**src/hdl/bpwl_pkg.sv**
```systemverilog
// Package for the bounded priority work list: request/response types,
// command and status codes, entry key type and the priority compare.
// No dependencies.
`default_nettype none

package bpwl_pkg;

  localparam int DEPTH_DEF    = 16;
  localparam int TAG_BITS_DEF = 16;
  localparam int TAG_PORT_W   = 16;
  localparam int COUNT_PORT_W = 5;
  localparam int WRAP_LIMIT   = 10;

  typedef enum logic [1:0] {
    CMD_INSERT = 2'd0,
    CMD_POP    = 2'd1,
    CMD_CLEAR  = 2'd2,
    CMD_RSVD   = 2'd3
  } cmd_e;

  typedef enum logic [2:0] {
    ST_INSERTED = 3'd0,
    ST_FULL     = 3'd1,
    ST_REJECTED = 3'd2,
    ST_POPPED   = 3'd3,
    ST_EMPTY    = 3'd4,
    ST_CLEARED  = 3'd5
  } status_e;

  typedef struct packed {
    cmd_e                    cmd;
    logic [7:0]              grade;
    logic [7:0]              seq_first;
    logic [23:0]             seq_rest;
    logic [TAG_PORT_W-1:0]   tag;
  } in_req_t;

  typedef struct packed {
    status_e                 status;
    logic [TAG_PORT_W-1:0]   out_tag;
    logic [7:0]              out_grade;
    logic [COUNT_PORT_W-1:0] count;
  } out_rsp_t;

  // Sort key of one held entry.
  typedef struct packed {
    logic [7:0]  grade;
    logic [7:0]  seq_first;
    logic [23:0] seq_rest;
  } key_t;

  // Per-cell control from the top level.
  typedef struct packed {
    logic ins_en;  // insert of an accepted, in-range entry
    logic pop_en;  // pop of a non-empty list
    logic valid;   // cell holds a live entry
  } cell_ctrl_t;

  // True when new key n strictly outranks held key h.
  function automatic logic prio_beats(key_t n, key_t h);
    logic signed [8:0] d;
    logic signed [8:0] lim;
    logic              r;
    lim = 9'(WRAP_LIMIT);
    d   = $signed({1'b0, h.seq_first}) - $signed({1'b0, n.seq_first});
    if (n.grade != h.grade) begin
      r = (n.grade < h.grade);
    end else if (d != 9'sd0) begin
      // large gap on the first byte means the sequence wrapped
      if (d > lim || d < -lim) begin
        r = (d < 9'sd0);
      end else begin
        r = (d > 9'sd0);
      end
    end else begin
      r = (n.seq_rest < h.seq_rest);
    end
    return r;
  endfunction

endpackage

`default_nettype wire

```
**src/hdl/bpwl_cell.sv**
```systemverilog
// One slot of the sorted work list: holds an entry, compares it with the
// incoming one and loads from the new entry or either neighbor.
// Depends on bpwl_pkg.
`default_nettype none

module bpwl_cell import bpwl_pkg::*; #(
  parameter int TAG_W = TAG_BITS_DEF
) (
  input  wire              clk_i,
  input  cell_ctrl_t       ctrl_i,
  input  key_t             new_key_i,
  input  wire [TAG_W-1:0]  new_tag_i,
  input  key_t             prev_key_i,
  input  wire [TAG_W-1:0]  prev_tag_i,
  input  key_t             next_key_i,
  input  wire [TAG_W-1:0]  next_tag_i,
  input  wire              sfx_prev_i,  // insert point at or before left neighbor
  input  wire              sfx_next_i,  // new entry passes every cell to the right
  output logic             sfx_o,
  output key_t             key_o,
  output logic [TAG_W-1:0] tag_o
);

  key_t             key_q, key_d;
  logic [TAG_W-1:0] tag_q, tag_d;
  logic             beats;

  assign beats = prio_beats(new_key_i, key_q);
  // empty slots are always passed
  assign sfx_o = (!ctrl_i.valid || beats) && sfx_next_i;

  always_comb begin
    key_d = key_q;
    tag_d = tag_q;
    if (ctrl_i.ins_en && sfx_prev_i) begin
      key_d = prev_key_i;
      tag_d = prev_tag_i;
    end else if (ctrl_i.ins_en && sfx_o) begin
      key_d = new_key_i;
      tag_d = new_tag_i;
    end else if (ctrl_i.pop_en) begin
      key_d = next_key_i;
      tag_d = next_tag_i;
    end
  end

  always_ff @(posedge clk_i) begin
    key_q <= key_d;
    tag_q <= tag_d;
  end

  assign key_o = key_q;
  assign tag_o = tag_q;

endmodule

`default_nettype wire

```
**src/hdl/bounded_priority_work_list.sv**
```systemverilog
// Top level of the bounded priority work list: request/response channels,
// max_grade register, count and the row of list cells.
// Depends on bpwl_pkg and bpwl_cell.
`default_nettype none

// Bounded priority work list. Holds up to DEPTH entries sorted from highest
// to lowest priority in a row of cells, one entry per cell, head in cell 0.
// Every request is handled whole: insert, pop and clear all complete in the
// cycle they are accepted, and the response is registered and presented
// from the next cycle on, so a new request is taken every cycle as long as
// the response side does not stall. The insert point is found by a flag that
// ripples from the tail of the row toward the head, each cell adding its own
// compare, so the path through the row grows with DEPTH. Entries that were
// never written are never read, so there is no clearing pass after reset;
// clear just zeroes the count. Requests with the reserved command are taken
// and give no response. max_grade is meant to be written only while idle.

module bounded_priority_work_list import bpwl_pkg::*; #(
  parameter int DEPTH    = DEPTH_DEF,
  parameter int TAG_BITS = TAG_BITS_DEF
) (
  input  wire        clk_i,
  input  wire        rst_ni,
  input  wire        in_valid_i,
  output logic       in_stall_o,
  input  in_req_t    in_req_i,
  output logic       out_valid_o,
  input  wire        out_stall_i,
  output out_rsp_t   out_rsp_o,
  input  wire        cfg_we_i,
  input  wire [7:0]  cfg_wdata_i
);

  // Tags are stored at TAG_BITS, never wider than the port.
  localparam int TAG_W = (TAG_BITS < TAG_PORT_W) ? TAG_BITS : TAG_PORT_W;
  localparam int CNT_W = $clog2(DEPTH + 1);

  logic [7:0]       max_grade_q;
  logic [CNT_W-1:0] count_q, count_d;
  logic             out_valid_q;
  out_rsp_t         out_rsp_q, rsp_d;

  logic             in_acc;
  logic             ins_en, pop_en, rsvd;
  key_t             new_key;
  logic [TAG_W-1:0] new_tag;

  key_t             keys [DEPTH];
  logic [TAG_W-1:0] tags [DEPTH];
  // sfx[j]: new entry outranks every live entry from cell j to the tail,
  // i.e. the insert point is at or before cell j.
  logic [DEPTH:0]   sfx;

  logic [CNT_W+COUNT_PORT_W-1:0] cnt_ext;
  logic [TAG_W+TAG_PORT_W-1:0]   tag_ext;

  // A pending response that is stalled holds off new requests; otherwise
  // the output register takes one response every cycle.
  assign in_stall_o = out_valid_q && out_stall_i;
  assign in_acc     = in_valid_i && !in_stall_o;

  assign rsvd   = (in_req_i.cmd == CMD_RSVD);
  assign ins_en = in_acc && (in_req_i.cmd == CMD_INSERT) && (in_req_i.grade <= max_grade_q);
  assign pop_en = in_acc && (in_req_i.cmd == CMD_POP) && (count_q != '0);

  assign new_key.grade     = in_req_i.grade;
  assign new_key.seq_first = in_req_i.seq_first;
  assign new_key.seq_rest  = in_req_i.seq_rest;
  assign new_tag           = in_req_i.tag[TAG_W-1:0];

  assign sfx[DEPTH] = 1'b1;

  for (genvar j = 0; j < DEPTH; j++) begin : g_cell
    cell_ctrl_t       ctrl;
    key_t             prev_key, next_key;
    logic [TAG_W-1:0] prev_tag, next_tag;
    logic             sfx_prev;

    assign ctrl.ins_en = ins_en;
    assign ctrl.pop_en = pop_en;
    assign ctrl.valid  = (count_q > CNT_W'(j));

    if (j == 0) begin : g_head
      // head never shifts in from the left
      assign prev_key = new_key;
      assign prev_tag = new_tag;
      assign sfx_prev = 1'b0;
    end else begin : g_body
      assign prev_key = keys[j-1];
      assign prev_tag = tags[j-1];
      assign sfx_prev = sfx[j-1];
    end

    if (j == DEPTH - 1) begin : g_tail
      // tail slot on pop falls outside the new count; hold it
      assign next_key = keys[j];
      assign next_tag = tags[j];
    end else begin : g_mid
      assign next_key = keys[j+1];
      assign next_tag = tags[j+1];
    end

    bpwl_cell #(
      .TAG_W (TAG_W)
    ) u_cell (
      .clk_i      (clk_i),
      .ctrl_i     (ctrl),
      .new_key_i  (new_key),
      .new_tag_i  (new_tag),
      .prev_key_i (prev_key),
      .prev_tag_i (prev_tag),
      .next_key_i (next_key),
      .next_tag_i (next_tag),
      .sfx_prev_i (sfx_prev),
      .sfx_next_i (sfx[j+1]),
      .sfx_o      (sfx[j]),
      .key_o      (keys[j]),
      .tag_o      (tags[j])
    );
  end

  // Count update. An insert that lands nowhere (full list, new entry
  // lowest) leaves sfx[DEPTH-1] low and changes nothing.
  always_comb begin
    count_d = count_q;
    if (in_acc) begin
      case (in_req_i.cmd)
        CMD_INSERT: begin
          if (ins_en && sfx[DEPTH-1] && (count_q < CNT_W'(DEPTH))) begin
            count_d = count_q + CNT_W'(1);
          end
        end
        CMD_POP: begin
          if (pop_en) begin
            count_d = count_q - CNT_W'(1);
          end
        end
        CMD_CLEAR: count_d = '0;
        default:   count_d = count_q;
      endcase
    end
  end

  assign cnt_ext = {{COUNT_PORT_W{1'b0}}, count_d};
  assign tag_ext = {{TAG_PORT_W{1'b0}}, tags[0]};

  // Response for the request taken this cycle.
  always_comb begin
    rsp_d           = '0;
    rsp_d.count     = cnt_ext[COUNT_PORT_W-1:0];
    case (in_req_i.cmd)
      CMD_INSERT: begin
        if (!ins_en) begin
          rsp_d.status = ST_REJECTED;
        end else if (sfx[DEPTH-1]) begin
          rsp_d.status = ST_INSERTED;
        end else begin
          rsp_d.status = ST_FULL;
        end
      end
      CMD_POP: begin
        if (pop_en) begin
          rsp_d.status    = ST_POPPED;
          rsp_d.out_tag   = tag_ext[TAG_PORT_W-1:0];
          rsp_d.out_grade = keys[0].grade;
        end else begin
          rsp_d.status = ST_EMPTY;
        end
      end
      default: rsp_d.status = ST_CLEARED;
    endcase
  end

  always_ff @(posedge clk_i or negedge rst_ni) begin
    if (!rst_ni) begin
      max_grade_q <= 8'hFF;
      count_q     <= '0;
      out_valid_q <= 1'b0;
    end else begin
      if (cfg_we_i) begin
        max_grade_q <= cfg_wdata_i;
      end
      count_q <= count_d;
      if (in_acc && !rsvd) begin
        out_valid_q <= 1'b1;
      end else if (!out_stall_i) begin
        out_valid_q <= 1'b0;
      end
    end
  end

  // response payload, loaded only with a new response
  always_ff @(posedge clk_i) begin
    if (in_acc && !rsvd) begin
      out_rsp_q <= rsp_d;
    end
  end

  assign out_valid_o = out_valid_q;
  assign out_rsp_o   = out_rsp_q;

  // ---------------------------------------------------------------------
  // Assertions
  // ---------------------------------------------------------------------
  a_count_bound: assert property (@(posedge clk_i) disable iff (!rst_ni)
    count_q <= CNT_W'(DEPTH))
    else $error("list count above depth");

  a_pop_dec: assert property (@(posedge clk_i) disable iff (!rst_ni)
    pop_en |=> (count_q == $past(count_q) - CNT_W'(1)))
    else $error("pop did not remove one entry");

  a_rsp_follows: assert property (@(posedge clk_i) disable iff (!rst_ni)
    (in_acc && !rsvd) |=> out_valid_q)
    else $error("accepted request gave no response");

  a_rsvd_quiet: assert property (@(posedge clk_i) disable iff (!rst_ni)
    (in_acc && rsvd) |=> (count_q == $past(count_q)))
    else $error("reserved command changed the list");

  a_zero_payload: assert property (@(posedge clk_i) disable iff (!rst_ni)
    (out_valid_q && out_rsp_q.status != ST_POPPED) |->
      (out_rsp_q.out_tag == '0 && out_rsp_q.out_grade == '0))
    else $error("non-pop response carries entry data");

endmodule

`default_nettype wire
```
**config.mk**
```make
export PLATFORM = sky130hd
export DESIGN_NAME = bounded_priority_work_list
export DESIGN_NICKNAME = d
export VERILOG_FILES = /design/src/hdl/bpwl_pkg.sv /design/src/hdl/bpwl_cell.sv /design/src/hdl/bounded_priority_work_list.sv
export SDC_FILE = /design/constraint.sdc
export NUM_CORES = 2
export LEC_CHECK = 0
export BUFFER_PORTS_ARGS = -buffer_cell sky130_fd_sc_hd__buf_2
export CAP_MARGIN = 20
export CORE_MARGIN = 2
export CORE_UTILIZATION = 45
export CTS_CLUSTER_DIAMETER = 30
export DETAILED_ROUTE_END_ITERATION = 6
export SLEW_MARGIN = 30
export SYNTH_ARGS = -nofsm -noshare
export SYNTH_HDL_FRONTEND = slang
export SYNTH_SLANG_ARGS = --single-unit
```
**constraint.sdc**
```tcl
create_clock -name clk_i -period 9.8 [get_ports clk_i]
set_input_delay 0 -clock clk_i [delete_from_list [all_inputs] [get_ports clk_i]]
set_output_delay 0 -clock clk_i [all_outputs]
set_load 0.01 [all_outputs]
```
==> results.toml <==
[status]
status = "finished clean"

[synthesis]
synth_compound_area_share_pct = 16.2
synth_enable_flop_cells = 928
syn_area_um2 = 65500
yosysSeqAreaShare_pct = 43.1
netlist_instances = 6966
synth-simple-area-share_pct = 12.3
yosys_register_bits = 942
synth-xor-area-share_pct = 0.963
synth_cell_types = 89
yosys.area.top_type = "edfxtp_1"
synth_ff_type = "edfxtp_1"
synthMuxAreaShare_pct = 9.05
synth_top_family_by_area = "compound AO/OA/AOI/OAI gates"
synth_warnings = 0
synthAdderAreaFrac_pct = 12.7
async_flop_share_pct = 1.49
syn_avg_cell_area_um2 = 9.40
syn_nets = 7692
ys_top_cells_by_area = "edfxtp_1 (43%), ha_1 (12%), mux2i_1 (7.9%)"
synth_top_area_share_pct = 42.6

[clock_network]
clock_latency_ns = 0.91
clk_path_buf_depth = 4
path_clk_slew_ns = 0.04
clkSinkCount = 942
numCtsBuffers = 283
htree_levels = 5
clockRootBuffer = "clkbuf_16"
post_cts.repair.setup_buffers = 0
cts_tree = "yes"

[timing]
rsz0062_at_grt = "false"
fmax_mhz = 139
drv_slew = 0
worst_slew_pin_slew_ns = 1.06
period_share_pct = 73.3
post-route-min-period_ns = 7.18
relSlewSlack_pct = 28.6
fin_skew_ns = 0.0678
hold_viol_final = 0
setup_tns_ns = 0
setup_viol = 0

[floorplan]
dieHeight_um = 385
ios = 105
core_um2 = 144000
initial_utilization_pct = 45.5
die_area_um2 = 149000
chipWidth_um = 385
rows = 139

[routing]
first_iter_violations = 4586
viasPerCell = 5.58
dr.pass1.iters = 6
via_count = 51800
drcViolationCount = 0
ant_nets = 0
wl_um = 180000
wl_per_cell_um = 19.4

[power]
ir_drop_uv = 140
power_w = 0.0166
power_density_nw_per_um2 = 213
power_leakage_nw = 33.7

[global_routing]
track_usage_pct = 23.9
antenna_found_initial = 5
grt_first_pass_wirelength_um = 283000
overflow = 0
grt_max_degree = 113
grt_pass1_vias = 50700

[min_path]
hp-class = "in2reg"

[final_layout]
fin_nets = 7907
drive_gt1_share_pct = 10.1
area.growth.synth_to_final_pct = 19.1
diodes = 0
fill_cells = 12900

[setup_path]
crit_path_start_kind = "register"
slowest_delay_ns = 0.89
cp_common_cell = "inv_1"
cpLargestDelayFamily = "simple AND/OR/NAND/NOR gates"
critPathMaxFanout = 82
worst-path-buf-inv = 4
worstSetupPathType = "reg2reg"
end_kind = "register"
arrival_ns = 7.71
critPathRequiredTime_ns = 10.33
crit_path_top_delay_cell = "or4b_4"
crit_chain = "inv_1 -> ha_1 -> inv_1 -> fa_1 -> a21oi_1 -> and2b_1 -> o21ai_0 -> a21boi_1 -> a2111oi_0 -> nor3b_1 -> or4_4 -> or4b_4 -> or3_4 -> nand4bb_4 -> buf_6 -> nand2_2 -> buf_12"

[place]
portBuffers = 104
gp_congestion = 0.876
dp_hpwl_um = 131000

[job]
drv_cap = 0
-- final timing paths --
check	start	endpoint	slack [ns]	cells after the start
max	g_cell[15].u_cell.key_o[24]	g_cell[0].u_cell.key_o[0]	2.62	17
min	cfg_we_i	max_grade_q[2]	0.09	3
max reg2reg	g_cell[15].u_cell.key_o[24]	g_cell[0].u_cell.key_o[0]	2.62	17
min reg2reg	g_cell[15].u_cell.tag_o[3]	g_cell[14].u_cell.tag_o[3]	0.53	2
max in group asynchronous	rst_ni	max_grade_q[7]	9.34	4
min in group asynchronous	rst_ni	out_valid_o	0.22	4
-- placed cells by master (no fill, tap or decap), types with 26 or more instances in the layout --
master,netlist,final
o21ai_0,581,574
dlygate4sd3_1,0,94
nor2_1,841,836
nor2b_1,45,45
a21oi_1,912,910
inv_1,576,576
a21o_1,99,99
o21a_1,38,36
clkbuf_16,0,292
nand3_1,45,45
edfxtp_1,928,928
clkinv_2,0,51
mux2_2,30,30
xor2_1,38,38
clkbuf_1,353,49
nand4_1,96,96
ha_1,639,639
nand2b_1,43,42
buf_4,0,101
a211oi_1,50,47
nor3_1,63,59
and2_1,29,28
buf_2,7,104
nand2_1,585,575
mux2i_1,515,515
a31oi_1,26,26
mux2_4,27,27
xnor2_1,34,34
nor4_1,30,28
clkinv_1,9,57
-- state kept, by name (all words and copies together), names as in the netlist --
register / cells
g_cell.u_cell.key_o: 640
g_cell.u_cell.tag_o: 256
out_rsp_o: 32
max_grade_q: 8
count_q: 5
out_valid_o: 1
-- cells by family after synthesis --
| kind of cell | count (synthesis) |
|---|---|
| simple gates | 1862 |
| xor+xnor | 72 |
| buf+inv | 965 |
| fa+ha+maj | 655 |
| compound gates | 1896 |
| flops | 942 |
| mux | 574 |
-- where the power goes --
| group | internal [W] | total, W | switching (W) | leakage (nW) |
|---|---|---|---|---|
| combinational | 0.00114 | 0.00308 | 0.00194 | 20.7 |
| clock | 0.00589 | 0.00839 | 0.00250 | 4.30 |
| sequential | 0.00492 | 0.00515 | 0.000231 | 8.69 |
| total | 0.0119 | 0.0166 | 0.00468 | 33.7 |
-- cell usage after synthesis, drive strengths merged, types with 63 or more instances --
cell type and count:
a21o 99, a21oi 914, clkbuf 353, edfxtp 928
ha 639, inv 576, mux2i 515, nand2 585
nand4 96, nor2 841, nor3 63, o21ai 584
-- repair_timing --
action | CTS | global route
hold buffers | 95 | 0
endpoints found under the setup margin | 0 | 0
gates resized for setup | 0 | 0
hold endpoints to repair | 784 | 0
-- through the flow --
step / util, % / area, um2 / instances / worst slack (ns) / hold WS, ns
floorplan: - / 65500 / 6966 / 0.173 / -0.296
global placement: 47.2 / 68000 / 8698 / 2.28 / 0.0235
detailed placement: 47.3 / 68100 / 8701 / 2.25 / 0.0125
CTS: 54.0 / 77800 / 9280 / 2.41 / 0.0512
global route: 54.1 / 77900 / 9283 / 2.34 / 0.114
finish: 54.1 / 77900 / 9283 / 2.62 / 0.0929
-- worst min-delay path, delay by kind of cell --
family / cells / cell delay [ns]
buffers and inverters: 2 / 0.75
AOI/OAI and AO/OA: 1 / 0.16
-- metal layers --
layer  global-route usage [%]  routed length (um)  up-vias
li1                         -                   -    25600
met5                        0                   0        -
met1                     35.3               88000    24300
met2                     35.7               76400     1626
met4                     7.12                3900        0
met3                     3.84               11700      281
-- final cells by class --
| class | instances | area, um2 | area share (%) |
|---|---|---|---|
| multi-input combinational | 5059 | 33900 | 43.5 |
| sequential | 942 | 28200 | 36.2 |
| clock buffer | 343 | 7520 | 9.65 |
| timing repair buffer | 310 | 2450 | 3.15 |
| tap | 1903 | 2380 | 3.06 |
| inverter | 585 | 2200 | 2.82 |
| clock inverter | 141 | 1240 | 1.59 |
Note: power is estimated with default switching activity, not from simulation.
